===== src/sv/stt_pkg.sv =====
// Package for the source text tokenizer: token kinds, result record, shared helpers.
package stt_pkg;

  localparam int OFFSET_BITS_DEF = 16;
  localparam int LINE_BITS_DEF   = 16;

  // Result queue: room for two beats from one byte plus slack for one-per-cycle flow.
  localparam int RESQ_DEPTH = 4;
  localparam int RESQ_PTR_W = $clog2(RESQ_DEPTH);
  localparam int RESQ_CNT_W = $clog2(RESQ_DEPTH + 1);

  localparam logic [39:0] KW_LET   = 40'h00_00_6C_65_74;  // "let"
  localparam logic [39:0] KW_PRINT = 40'h70_72_69_6E_74;  // "print"

  localparam logic [7:0] CH_LF    = 8'h0A;
  localparam logic [7:0] CH_TAB   = 8'h09;
  localparam logic [7:0] CH_CR    = 8'h0D;
  localparam logic [7:0] CH_SPACE = 8'h20;
  localparam logic [7:0] CH_UNDER = 8'h5F;

  typedef enum logic [3:0] {
    KIND_NUMBER  = 4'd0,
    KIND_IDENT   = 4'd1,
    KIND_LET     = 4'd2,
    KIND_PRINT   = 4'd3,
    KIND_PLUS    = 4'd4,
    KIND_MINUS   = 4'd5,
    KIND_STAR    = 4'd6,
    KIND_SLASH   = 4'd7,
    KIND_EQUAL   = 4'd8,
    KIND_LPAREN  = 4'd9,
    KIND_RPAREN  = 4'd10,
    KIND_SEMI    = 4'd11,
    KIND_UNKNOWN = 4'd12,
    KIND_EOF     = 4'd13
  } tok_kind_t;

  typedef struct packed {
    tok_kind_t   kind;
    logic [15:0] line;
    logic [15:0] start;
    logic [15:0] length;
    logic [7:0]  uchar;
    logic        last;
  } tok_t;

  // Up to two result beats produced by one accepted input beat.
  typedef struct packed {
    logic [1:0] count;
    tok_t       first;
    tok_t       second;
  } push_t;

  typedef struct packed {
    logic [RESQ_CNT_W-1:0] level;
    logic                  room2;
  } resq_stat_t;

  function automatic logic [15:0] clamp16(logic [31:0] v);
    return (|v[31:16]) ? 16'hFFFF : v[15:0];
  endfunction

  function automatic tok_kind_t op_kind(logic [7:0] c);
    tok_kind_t k;
    case (c)
      8'h2B:   k = KIND_PLUS;
      8'h2D:   k = KIND_MINUS;
      8'h2A:   k = KIND_STAR;
      8'h2F:   k = KIND_SLASH;
      8'h3D:   k = KIND_EQUAL;
      8'h28:   k = KIND_LPAREN;
      8'h29:   k = KIND_RPAREN;
      8'h3B:   k = KIND_SEMI;
      default: k = KIND_UNKNOWN;
    endcase
    return k;
  endfunction

endpackage


===== src/sv/stt_lexer.sv =====
// Scanner state and token building for one byte per cycle while accept is high.
module stt_lexer #(
  parameter int OFFSET_BITS = stt_pkg::OFFSET_BITS_DEF,
  parameter int LINE_BITS   = stt_pkg::LINE_BITS_DEF
) (
  input  logic          clk,
  input  logic          rst,
  input  logic          accept,
  input  logic [7:0]    char_byte,
  input  logic          end_marker,
  output stt_pkg::push_t push
);
  import stt_pkg::*;

  typedef enum logic [1:0] {
    MODE_IDLE,
    MODE_NUM,
    MODE_IDENT
  } mode_t;

  mode_t                  mode, mode_next;
  logic [OFFSET_BITS-1:0] byte_offset, byte_offset_next;
  logic [LINE_BITS-1:0]   line_count, line_count_next;
  logic [OFFSET_BITS-1:0] pend_start, pend_start_next;
  logic [OFFSET_BITS-1:0] pend_len, pend_len_next;
  logic [LINE_BITS-1:0]   pend_line, pend_line_next;
  logic [39:0]            kw_prefix, kw_prefix_next;

  logic                   is_digit, is_alpha, is_space;
  logic                   flush_valid;
  tok_kind_t              flush_kind;
  tok_t                   flush_tok, byte_tok;
  logic                   byte_tok_valid;
  logic [OFFSET_BITS-1:0] offset_inc, len_inc;
  logic [LINE_BITS-1:0]   line_inc;

  assign is_digit = char_byte inside {[8'h30:8'h39]};
  assign is_alpha = char_byte inside {[8'h41:8'h5A], [8'h61:8'h7A]};
  assign is_space = char_byte inside {CH_SPACE, CH_TAB, CH_CR};

  assign offset_inc = (byte_offset == '1) ? byte_offset : byte_offset + OFFSET_BITS'(1);
  assign len_inc    = (pend_len == '1) ? pend_len : pend_len + OFFSET_BITS'(1);
  assign line_inc   = (line_count == '1) ? line_count : line_count + LINE_BITS'(1);

  always_comb begin
    flush_valid = 1'b1;
    flush_kind  = KIND_NUMBER;
    case (mode)
      MODE_IDLE: begin
        flush_valid = 1'b0;
      end
      MODE_NUM: begin
        flush_kind = KIND_NUMBER;
      end
      MODE_IDENT: begin
        if (pend_len == OFFSET_BITS'(3) && kw_prefix == KW_LET) begin
          flush_kind = KIND_LET;
        end else if (pend_len == OFFSET_BITS'(5) && kw_prefix == KW_PRINT) begin
          flush_kind = KIND_PRINT;
        end else begin
          flush_kind = KIND_IDENT;
        end
      end
      default: begin
        flush_valid = 1'b0;
      end
    endcase
  end

  always_comb begin
    flush_tok.kind   = flush_kind;
    flush_tok.line   = clamp16(32'(pend_line));
    flush_tok.start  = clamp16(32'(pend_start));
    flush_tok.length = clamp16(32'(pend_len));
    flush_tok.uchar  = 8'h00;
    flush_tok.last   = 1'b0;

    byte_tok.line  = clamp16(32'(line_count));
    byte_tok.start = clamp16(32'(byte_offset));
    byte_tok.last  = 1'b0;
    if (end_marker) begin
      byte_tok.kind   = KIND_EOF;
      byte_tok.length = 16'd0;
      byte_tok.uchar  = 8'h00;
    end else begin
      byte_tok.kind   = op_kind(char_byte);
      byte_tok.length = 16'd1;
      byte_tok.uchar  = (op_kind(char_byte) == KIND_UNKNOWN) ? char_byte : 8'h00;
    end
  end

  always_comb begin
    mode_next        = mode;
    byte_offset_next = byte_offset;
    line_count_next  = line_count;
    pend_start_next  = pend_start;
    pend_len_next    = pend_len;
    pend_line_next   = pend_line;
    kw_prefix_next   = kw_prefix;
    byte_tok_valid   = 1'b0;
    push.count       = 2'd0;
    push.first       = flush_tok;
    push.second      = byte_tok;

    if (end_marker) begin
      // Flush whatever is pending, then close the source with an eof beat.
      byte_tok_valid   = 1'b1;
      mode_next        = MODE_IDLE;
      byte_offset_next = '0;
      line_count_next  = LINE_BITS'(1);
      if (flush_valid) begin
        pend_len_next  = '0;
        kw_prefix_next = '0;
      end
    end else if ((mode == MODE_NUM && is_digit) ||
                 (mode == MODE_IDENT && (is_alpha || is_digit || char_byte == CH_UNDER))) begin
      // Extend the pending run; only the first five bytes feed the keyword match.
      if (mode == MODE_IDENT && pend_len < OFFSET_BITS'(5)) begin
        kw_prefix_next = {kw_prefix[31:0], char_byte};
      end
      pend_len_next    = len_inc;
      byte_offset_next = offset_inc;
    end else begin
      if (flush_valid) begin
        mode_next      = MODE_IDLE;
        pend_len_next  = '0;
        kw_prefix_next = '0;
      end
      if (char_byte == CH_LF) begin
        line_count_next = line_inc;
      end else if (is_space) begin
        // skip
      end else if (is_digit || is_alpha || char_byte == CH_UNDER) begin
        mode_next       = is_digit ? MODE_NUM : MODE_IDENT;
        pend_start_next = byte_offset;
        pend_line_next  = line_count;
        pend_len_next   = OFFSET_BITS'(1);
        kw_prefix_next  = {32'd0, char_byte};
      end else begin
        byte_tok_valid = 1'b1;
      end
      byte_offset_next = offset_inc;
    end

    if (!end_marker && !byte_tok_valid && !flush_valid) begin
      push.count = 2'd0;
    end else if (flush_valid && !(mode == MODE_NUM && is_digit && !end_marker) &&
                 !(mode == MODE_IDENT && !end_marker &&
                   (is_alpha || is_digit || char_byte == CH_UNDER))) begin
      push.count      = byte_tok_valid ? 2'd2 : 2'd1;
      push.first.last = !byte_tok_valid;
      push.second.last = 1'b1;
    end else if (byte_tok_valid) begin
      push.count       = 2'd1;
      push.first       = byte_tok;
      push.first.last  = 1'b1;
      push.second.last = 1'b1;
    end else begin
      push.count = 2'd0;
    end

    if (!accept) begin
      push.count = 2'd0;
    end
  end

  always_ff @(posedge clk) begin
    if (rst) begin
      mode        <= MODE_IDLE;
      byte_offset <= '0;
      line_count  <= LINE_BITS'(1);
      pend_start  <= '0;
      pend_len    <= '0;
      pend_line   <= LINE_BITS'(1);
      kw_prefix   <= '0;
    end else if (accept) begin
      mode        <= mode_next;
      byte_offset <= byte_offset_next;
      line_count  <= line_count_next;
      pend_start  <= pend_start_next;
      pend_len    <= pend_len_next;
      pend_line   <= pend_line_next;
      kw_prefix   <= kw_prefix_next;
    end
  end

endmodule


===== src/sv/stt_resq.sv =====
// Small result queue: takes up to two token beats a cycle, hands out one.
module stt_resq (
  input  logic                 clk,
  input  logic                 rst,
  input  stt_pkg::push_t       push,
  input  logic                 pop,
  output stt_pkg::tok_t        head,
  output stt_pkg::resq_stat_t  stat
);
  import stt_pkg::*;

  tok_t                  entries [RESQ_DEPTH];
  logic [RESQ_PTR_W-1:0] wr_ptr, rd_ptr;
  logic [RESQ_CNT_W-1:0] level;
  logic [RESQ_PTR_W-1:0] wr_ptr_1;

  assign wr_ptr_1   = wr_ptr + RESQ_PTR_W'(1);
  assign head       = entries[rd_ptr];
  assign stat.level = level;
  assign stat.room2 = level <= RESQ_CNT_W'(RESQ_DEPTH - 2);

  always_ff @(posedge clk) begin
    if (push.count != 2'd0) begin
      entries[wr_ptr] <= push.first;
    end
    if (push.count == 2'd2) begin
      entries[wr_ptr_1] <= push.second;
    end
  end

  always_ff @(posedge clk) begin
    if (rst) begin
      wr_ptr <= '0;
      rd_ptr <= '0;
      level  <= '0;
    end else begin
      wr_ptr <= wr_ptr + RESQ_PTR_W'(push.count);
      if (pop) begin
        rd_ptr <= rd_ptr + RESQ_PTR_W'(1);
      end
      level <= level + RESQ_CNT_W'(push.count) - RESQ_CNT_W'(pop);
    end
  end

endmodule


===== src/sv/source_text_tokenizer.sv =====
// Top level of the source text tokenizer: byte channel in, token channel out.
//
//   channel | direction | handshake          | payload
//   --------+-----------+--------------------+-------------------------------------------
//   in      | sink      | in_valid/in_stall  | char_byte, end_marker
//   out     | source    | out_valid/out_stall| token_kind, token_line, token_start,
//           |           |                    | token_length, unknown_char, last_of_run
//
// One byte is taken per cycle unless in_stall is high; scanner state updates at the accepting edge and the
// resulting token beats land in a four-entry result queue, visible on the next cycle.
// A byte that ends a pending run and is itself a token gives two beats; such bytes cannot follow
// each other, and the queue drains one per cycle while out_stall is low, so only out_stall stalls input.
// in_stall rises whenever the queue could not absorb two more beats.
// rst is synchronous: scanner returns to idle, offset 0, line 1; queue empties.
module source_text_tokenizer #(
  parameter int OFFSET_BITS = stt_pkg::OFFSET_BITS_DEF,
  parameter int LINE_BITS   = stt_pkg::LINE_BITS_DEF
) (
  input  logic        clk,
  input  logic        rst,
  input  logic        in_valid,
  output logic        in_stall,
  input  logic [7:0]  char_byte,
  input  logic        end_marker,
  output logic        out_valid,
  input  logic        out_stall,
  output logic [3:0]  token_kind,
  output logic [15:0] token_line,
  output logic [15:0] token_start,
  output logic [15:0] token_length,
  output logic [7:0]  unknown_char,
  output logic        last_of_run
);
  import stt_pkg::*;

  logic       in_accept;
  logic       pop;
  push_t      push;
  tok_t       head;
  resq_stat_t qstat;

  // Hold input whenever the queue lacks room for a two-beat byte.
  assign in_stall  = !qstat.room2;
  assign in_accept = in_valid && !in_stall;

  stt_lexer #(
    .OFFSET_BITS(OFFSET_BITS),
    .LINE_BITS  (LINE_BITS)
  ) u_lexer (
    .clk       (clk),
    .rst       (rst),
    .accept    (in_accept),
    .char_byte (char_byte),
    .end_marker(end_marker),
    .push      (push)
  );

  // Advance the read side on every completed output beat.
  assign out_valid = qstat.level != '0;
  assign pop       = out_valid && !out_stall;

  stt_resq u_resq (
    .clk (clk),
    .rst (rst),
    .push(push),
    .pop (pop),
    .head(head),
    .stat(qstat)
  );

  assign token_kind   = head.kind;
  assign token_line   = head.line;
  assign token_start  = head.start;
  assign token_length = head.length;
  assign unknown_char = head.uchar;
  assign last_of_run  = head.last;

`ifndef SYNTHESIS
  a_level_bound: assert property (@(posedge clk) disable iff (rst)
    qstat.level <= RESQ_CNT_W'(RESQ_DEPTH))
    else $error("result queue overfilled");

  a_eof_queued: assert property (@(posedge clk) disable iff (rst)
    (in_accept && end_marker) |=> out_valid)
    else $error("end marker produced no beat");

  a_partner_queued: assert property (@(posedge clk) disable iff (rst)
    (out_valid && !last_of_run) |-> (qstat.level >= RESQ_CNT_W'(2)))
    else $error("non-final beat without its partner in the queue");
`endif

endmodule


===== config.mk =====
export PLATFORM = sky130hd
export DESIGN_NAME = source_text_tokenizer
export DESIGN_NICKNAME = d
export VERILOG_FILES = /design/src/sv/stt_pkg.sv /design/src/sv/stt_lexer.sv /design/src/sv/stt_resq.sv /design/src/sv/source_text_tokenizer.sv
export SDC_FILE = /design/constraint.sdc
export NUM_CORES = 1
export LEC_CHECK = 0
export ABC_AREA = 1
export BUFFER_PORTS_ARGS = -buffer_cell sky130_fd_sc_hd__buf_2
export CORE_ASPECT_RATIO = 0.75
export CORE_MARGIN = 2
export CORE_UTILIZATION = 42
export CTS_CLUSTER_SIZE = 25
export DETAILED_ROUTE_END_ITERATION = 6
export GPL_ROUTABILITY_DRIVEN = 1
export SETUP_SLACK_MARGIN = 0.4
export SLEW_MARGIN = 20
export SYNTH_ARGS = -nofsm -noshare
export SYNTH_HDL_FRONTEND = slang
export SYNTH_SLANG_ARGS = --single-unit

===== constraint.sdc =====
create_clock -name clk -period 4.5 [get_ports clk]
set_input_delay 0.675 -clock clk [delete_from_list [all_inputs] [get_ports clk]]
set_output_delay 0.675 -clock clk [all_outputs]
set_load 0.05 [all_outputs]

# == Yosys cells after proc, flatten, opt, wreduce, memory -nomap -nowiden ==
# Memories as Yosys holds them, arrays and structs flattened. A register that Yosys moved wholly into a read port is not among the register bits.
# Cells that the tools add are included.
# op_classes
n_addsub,8
multipliers,0
div,0
magnitude_cmp,8
n_eq_ne,29
shift,0
mux,59
bitwise_logic,4
reduce_logical,39
# ops
operator,n
40-bit 2-to-1 mux,7
16-bit 2-to-1 mux,13
61-bit 2-to-1 mux,2
8-bit by 6-bit equality test with 1-bit output (second input constant),9
60-bit 2-to-1 mux,1
16-bit by 1-bit adder with 16-bit output (second input constant),3
16-bit equality test (second input constant),3
40-bit by 23-bit equality test with 1-bit output (second input constant),1
40-bit by 39-bit equality test with 1-bit output (second input constant),1
4-bit case mux with 8 select lines,1
2-bit 2-to-1 mux,14
8-bit by 4-bit equality test with 1-bit output (second input constant),3
1-bit logical AND,17
16-bit by 2-bit equality test with 1-bit output (second input constant),1
16-bit by 3-bit equality test with 1-bit output (second input constant),1
8-bit by 7-bit greater-or-equal comparator with 1-bit output (second input constant),2
8-bit by 7-bit <= comparator with 1-bit output (second input constant),2
16-bit by 3-bit less-than comparator with 1-bit output (second input constant),1
4-bit 2-to-1 mux,4
1-bit 2-to-1 mux,15
9-bit 2-to-1 mux,1
8-bit by 7-bit equality test with 1-bit output (second input constant),1
8-bit by 6-bit greater-or-equal comparator with 1-bit output (second input constant),1
8-bit by 6-bit <= comparator with 1-bit output (second input constant),1
20 further kinds,42
# word_totals
reg_bits,129
latchBits,0
ram_bits,244
romBits,0
output_inout_bits,63
mem_count,1
# memory_table
memory,words,width,rd,rd_ports_with_merged_regs,write_ports,line_no,rtl
u_resq.entries,4,61,1,1,2,stt_resq.sv:12,tok_t entries [RESQ_DEPTH];

# == Depth between registers and ports, before layout ==
# depth
word_depth,18
ltp_mapped,21
depth_no_buf,20

# == Modules after synthesis ==
# Synthesis repeated with hierarchy kept, for this count alone.
# hier_totals
cells_unflattened,2640
hier_area_um2,20668.6
# by_module_without_submodules
module,instances,cells_per_inst,area_each_um2,seq_area_each_um2
stt_resq,1,1382,12821.0,7507.2
stt_lexer,1,1251,7813.7,2442.3
source_text_tokenizer,1,7,33.8,0.0

# == Least setup slack after synthesis ==
# OpenSTA, ideal clock, no wires.
# synth_timing
kind,in2reg
startpoint,input port char_byte[1]
endpoint,"memory u_resq.entries[2][0] (netlist bit), enable pin"
arrival_ns,3.586
path_slack_ns,0.510
stages,20
path_buffers,2
path_cell_list,nor2_1 -> nand3_1 -> nand2_1 -> inv_1 -> nand2_2 -> nand2_4 -> nand2_4 -> clkinv_2 -> nand2_2 -> nand2_1 -> inv_1 -> ha_1 -> inv_1 -> nor2_1 -> nand2_4 -> nor2_4 -> nand2_2 -> buf_6 -> buf_6 -> nand2_1
# synth_rtl
element,line_no,rtl
from (decl),source_text_tokenizer.sv:23,"input logic [7:0] char_byte,"
to (decl),stt_resq.sv:12,

==> results.json <==
{
  "root_buffer": "clkbuf_16",
  "clock_latency_ps": 550,
  "crit_buf_inv": 4,
  "yosysTopAreaCell": "edfxtp_1",
  "fillerInstances": 4427,
  "initial_utilization": 0.425,
  "synth_ff_type": "dfxtp_1",
  "slew_violations": 0,
  "postRouteAntennaNets": 0,
  "yosysSeqAreaShare": 0.493,
  "clkSinkCount": 375,
  "die_y_um": 188,
  "first_pass_iters": 5,
  "antenna-diode-count": 0,
  "wl_um": 58400,
  "dp_hpwl_um": 36300,
  "drc": 0,
  "hp-class": "primary input to flip-flop",
  "synthDistinctLibCells": 46,
  "cts.clk_slew.worst_paths_ps": 60,
  "timing.rr.start": "u_lexer.mode[0]",
  "finalClockSkew_ps": 17.6,
  "cts_buffers": 41,
  "cts_buffer_depth": 3,
  "finalSetupViolCount": 0,
  "antenna_found_initial": 0,
  "fin_crit_sh": 0.784,
  "yosysWarnings": 0,
  "area_growth_pct": 11.2,
  "io_pins": 76,
  "io_buffers": 75,
  "finalPower_uw": 11200,
  "share_comb_of_total_power": 0.322,
  "critPathTopFamily": "simple AND/OR/NAND/NOR gates",
  "holdWs_ps": 444,
  "gp_congestion": 0.902,
  "powerDensity_nw_per_um2": 532,
  "cpPeakStageDelay_ps": 710,
  "vias": 17300,
  "slowest_stage": "nor2_4",
  "hold_viol": 0,
  "swShare": 0.393,
  "final_cell_mix": "nand2_1 (526), o21ai_0 (299), nor2_1 (216)",
  "overflow": 0,
  "synth_fp_nets": 2462,
  "r2r_setup_slack_ps": 970,
  "ys_seq_elements": 375,
  "drt_iter0_drc": 1827,
  "fp.dieArea_um2": 46900,
  "switching_power_uw": 4410,
  "syn_area_per_cell_um2": 7.79,
  "rsz0062_at_grt": "false",
  "status": "finished clean",
  "crit_path_max_fanout": 31,
  "crit_top_cell": "nand2_1",
  "worst_slew_pin_slew_ps": 945,
  "cts_tree": "built",
  "ir_drop_mv": 0.251,
  "grt_max_degree": 84,
  "cp-end-kind": "flip-flop",
  "avgViaCountPerCell": 5.67,
  "cp.arrival_ps": 3930,
  "synth_top_area_frac": 0.291,
  "cts_hold_buf": 0,
  "synth_area_leaders": "edfxtp_1 (29%), dfxtp_1 (20%), nand2_1 (10%)",
  "synthCells": 2433,
  "synth_edf_count": 184,
  "fin_cells": 3055,
  "ys_async_sr_fraction": 0,
  "reg2reg_to": "u_resq.entries[2][42]",
  "core_area_um2": 44600,
  "p_leak_uw": 0.00849,
  "final_common_cell": "nand2_1",
  "grt_usage": 0.245,
  "relSlewSlack": 0.369,
  "whs_path_depth": 3,
  "tns_ps": 0,
  "rr_worst_depth": 14,
  "dp_cells": 2980,
  "synth_area_um2": 19000,
  "fmax_ghz": 0.284,
  "cts_resized": 0,
  "dieWidth_um": 249,
  "postCtsSetupBuffers": 0,
  "worstPathCellList": "inv_1, ha_1, inv_1, nand2_1, nand2_4, clkinv_2, nand2_2, nand2_1, ha_1, o211ai_4, nor2_4, buf_4, nand2_1, o21ai_1",
  "post_drt_wl_per_cell_um": 19.1,
  "crit_path_start_kind": "flip-flop",
  "grt_pass1_vias": 16100,
  "drive_gt1_frac": 0.0923,
  "min_period_ps": 3530,
  "final_nets": 2466,
  "hp-start": "char_byte[6]",
  "rows": 67,
  "hold_end": "u_lexer.kw_prefix[6]",
  "worstPathRequired_ps": 4910,
  "grt_pass1_wl_um": 91800,
  "htreeDepth": 2,
  "p_seq_frac": 0.379,
  "p_int_uw": 6810,
  "crit_type": "flip-flop to flip-flop",
  "drv_cap": 0,
  "clkPwrFrac": 0.298
}
how the worst max path moves through the flow:
| stage | startpoint | to | slack [ps] | cells past startpoint |
|---|---|---|---|---|
| after global placement | char_byte[6] | u_resq.entries[2][29] | 540 | 16 |
| after detailed placement | char_byte[6] | u_resq.entries[2][42] | 420 | 16 |
| after CTS | u_lexer.mode[0] | u_resq.entries[2][42] | 940 | 14 |
| after floorplan | char_byte[1] | u_resq.entries[2][0] | 510 | 20 |
| final | u_lexer.mode[0] | u_resq.entries[2][42] | 970 | 14 |
| after global routing | u_lexer.mode[0] | u_resq.entries[2][42] | 710 | 14 |
power by group through the flow:
stage                     clock network, uW  registers [uW]  logic, uW
after floorplan                           0            4250       2630
after global placement                    0            4310       3560
after detailed placement                  0            4320       3600
after CTS                              3390            4250       3610
after global routing                   3510            4300       3930
final                                  3350            4260       3620
metal layers:
metal	global-route usage	vias up	wire length [um]
met1	0.378	8201	28100
li1	-	8277	-
met4	0.0565	0	948
met2	0.354	770	23900
met3	0.0397	71	5500
met5	0	-	0
synthesized netlist by cell type (4+ instances only):
master    count
nand3_1     186
o21ai_1      71
xor2_1       13
a31oi_1      33
inv_1       179
o21ai_0     299
dfxtp_1     191
nand2_1     530
edfxtp_1    184
o211ai_1      4
nand2_4       7
o22ai_1      48
nor3_1       23
buf_2        30
nor2_1      216
ha_1         15
nand4_1      21
clkbuf_1     90
a21oi_1     188
nand2_2      11
buf_1        10
nor2_2        8
nand3_2       5
inv_2        13
buf_6         6
buf_4        14
a211oi_1      7
o31ai_1       6
sequential cells by signal (all words and copies together), names as in the netlist, named ones only:
name                 flops
u_resq.entries         244
u_lexer.mode             2
u_lexer.pend_line       16
u_resq.level             3
u_lexer.byte_offset     16
u_resq.wr_ptr            2
u_lexer.pend_start      16
u_lexer.pend_len        16
u_resq.rd_ptr            2
u_lexer.kw_prefix       40
u_lexer.line_count      16
cells by family (layout without fill, tap and decap cells):
| family | after synthesis | count (layout) | synth area share |
|---|---|---|---|
| simple gates | 1017 | 1017 | 0.228 |
| buf+inv | 346 | 382 | 0.0759 |
| fa+ha+maj | 16 | 16 | 0.0110 |
| flops | 375 | 375 | 0.493 |
| xor+xnor | 15 | 15 | 0.00693 |
| compound gates | 664 | 664 | 0.185 |
worst reg2reg max path: stages, from the launching register on:
cell and delay [ps]:
dfxtp_1 390, inv_1 60, ha_1 230, inv_1 110, nand2_1 140, nand2_4 150
clkinv_2 80, nand2_2 80, nand2_1 100, ha_1 470, o211ai_4 170, nor2_4 710
buf_4 490, nand2_1 110, o21ai_1 90
cell type report:
class                           instances  area, um2  share of cell area
Clock buffer                           66       1170              0.0555
Multi-Input combinational cell       1712       8200               0.389
Timing Repair Buffer                  113        773              0.0367
Tap cell                              586        733              0.0348
Inverter                              194        733              0.0348
Clock inverter                          9        130             0.00617
Sequential cell                       375       9350               0.443
through the flow:
step,util,setup WS (ps),area [um2]
2_1_floorplan,-,510,19000
3_3_place_gp,0.444,536,19800
3_5_place_dp,0.444,421,19800
4_1_cts,0.473,945,21100
5_1_grt,0.473,711,21100
6_report,0.473,973,21100
(Power assumes the default switching activity.)
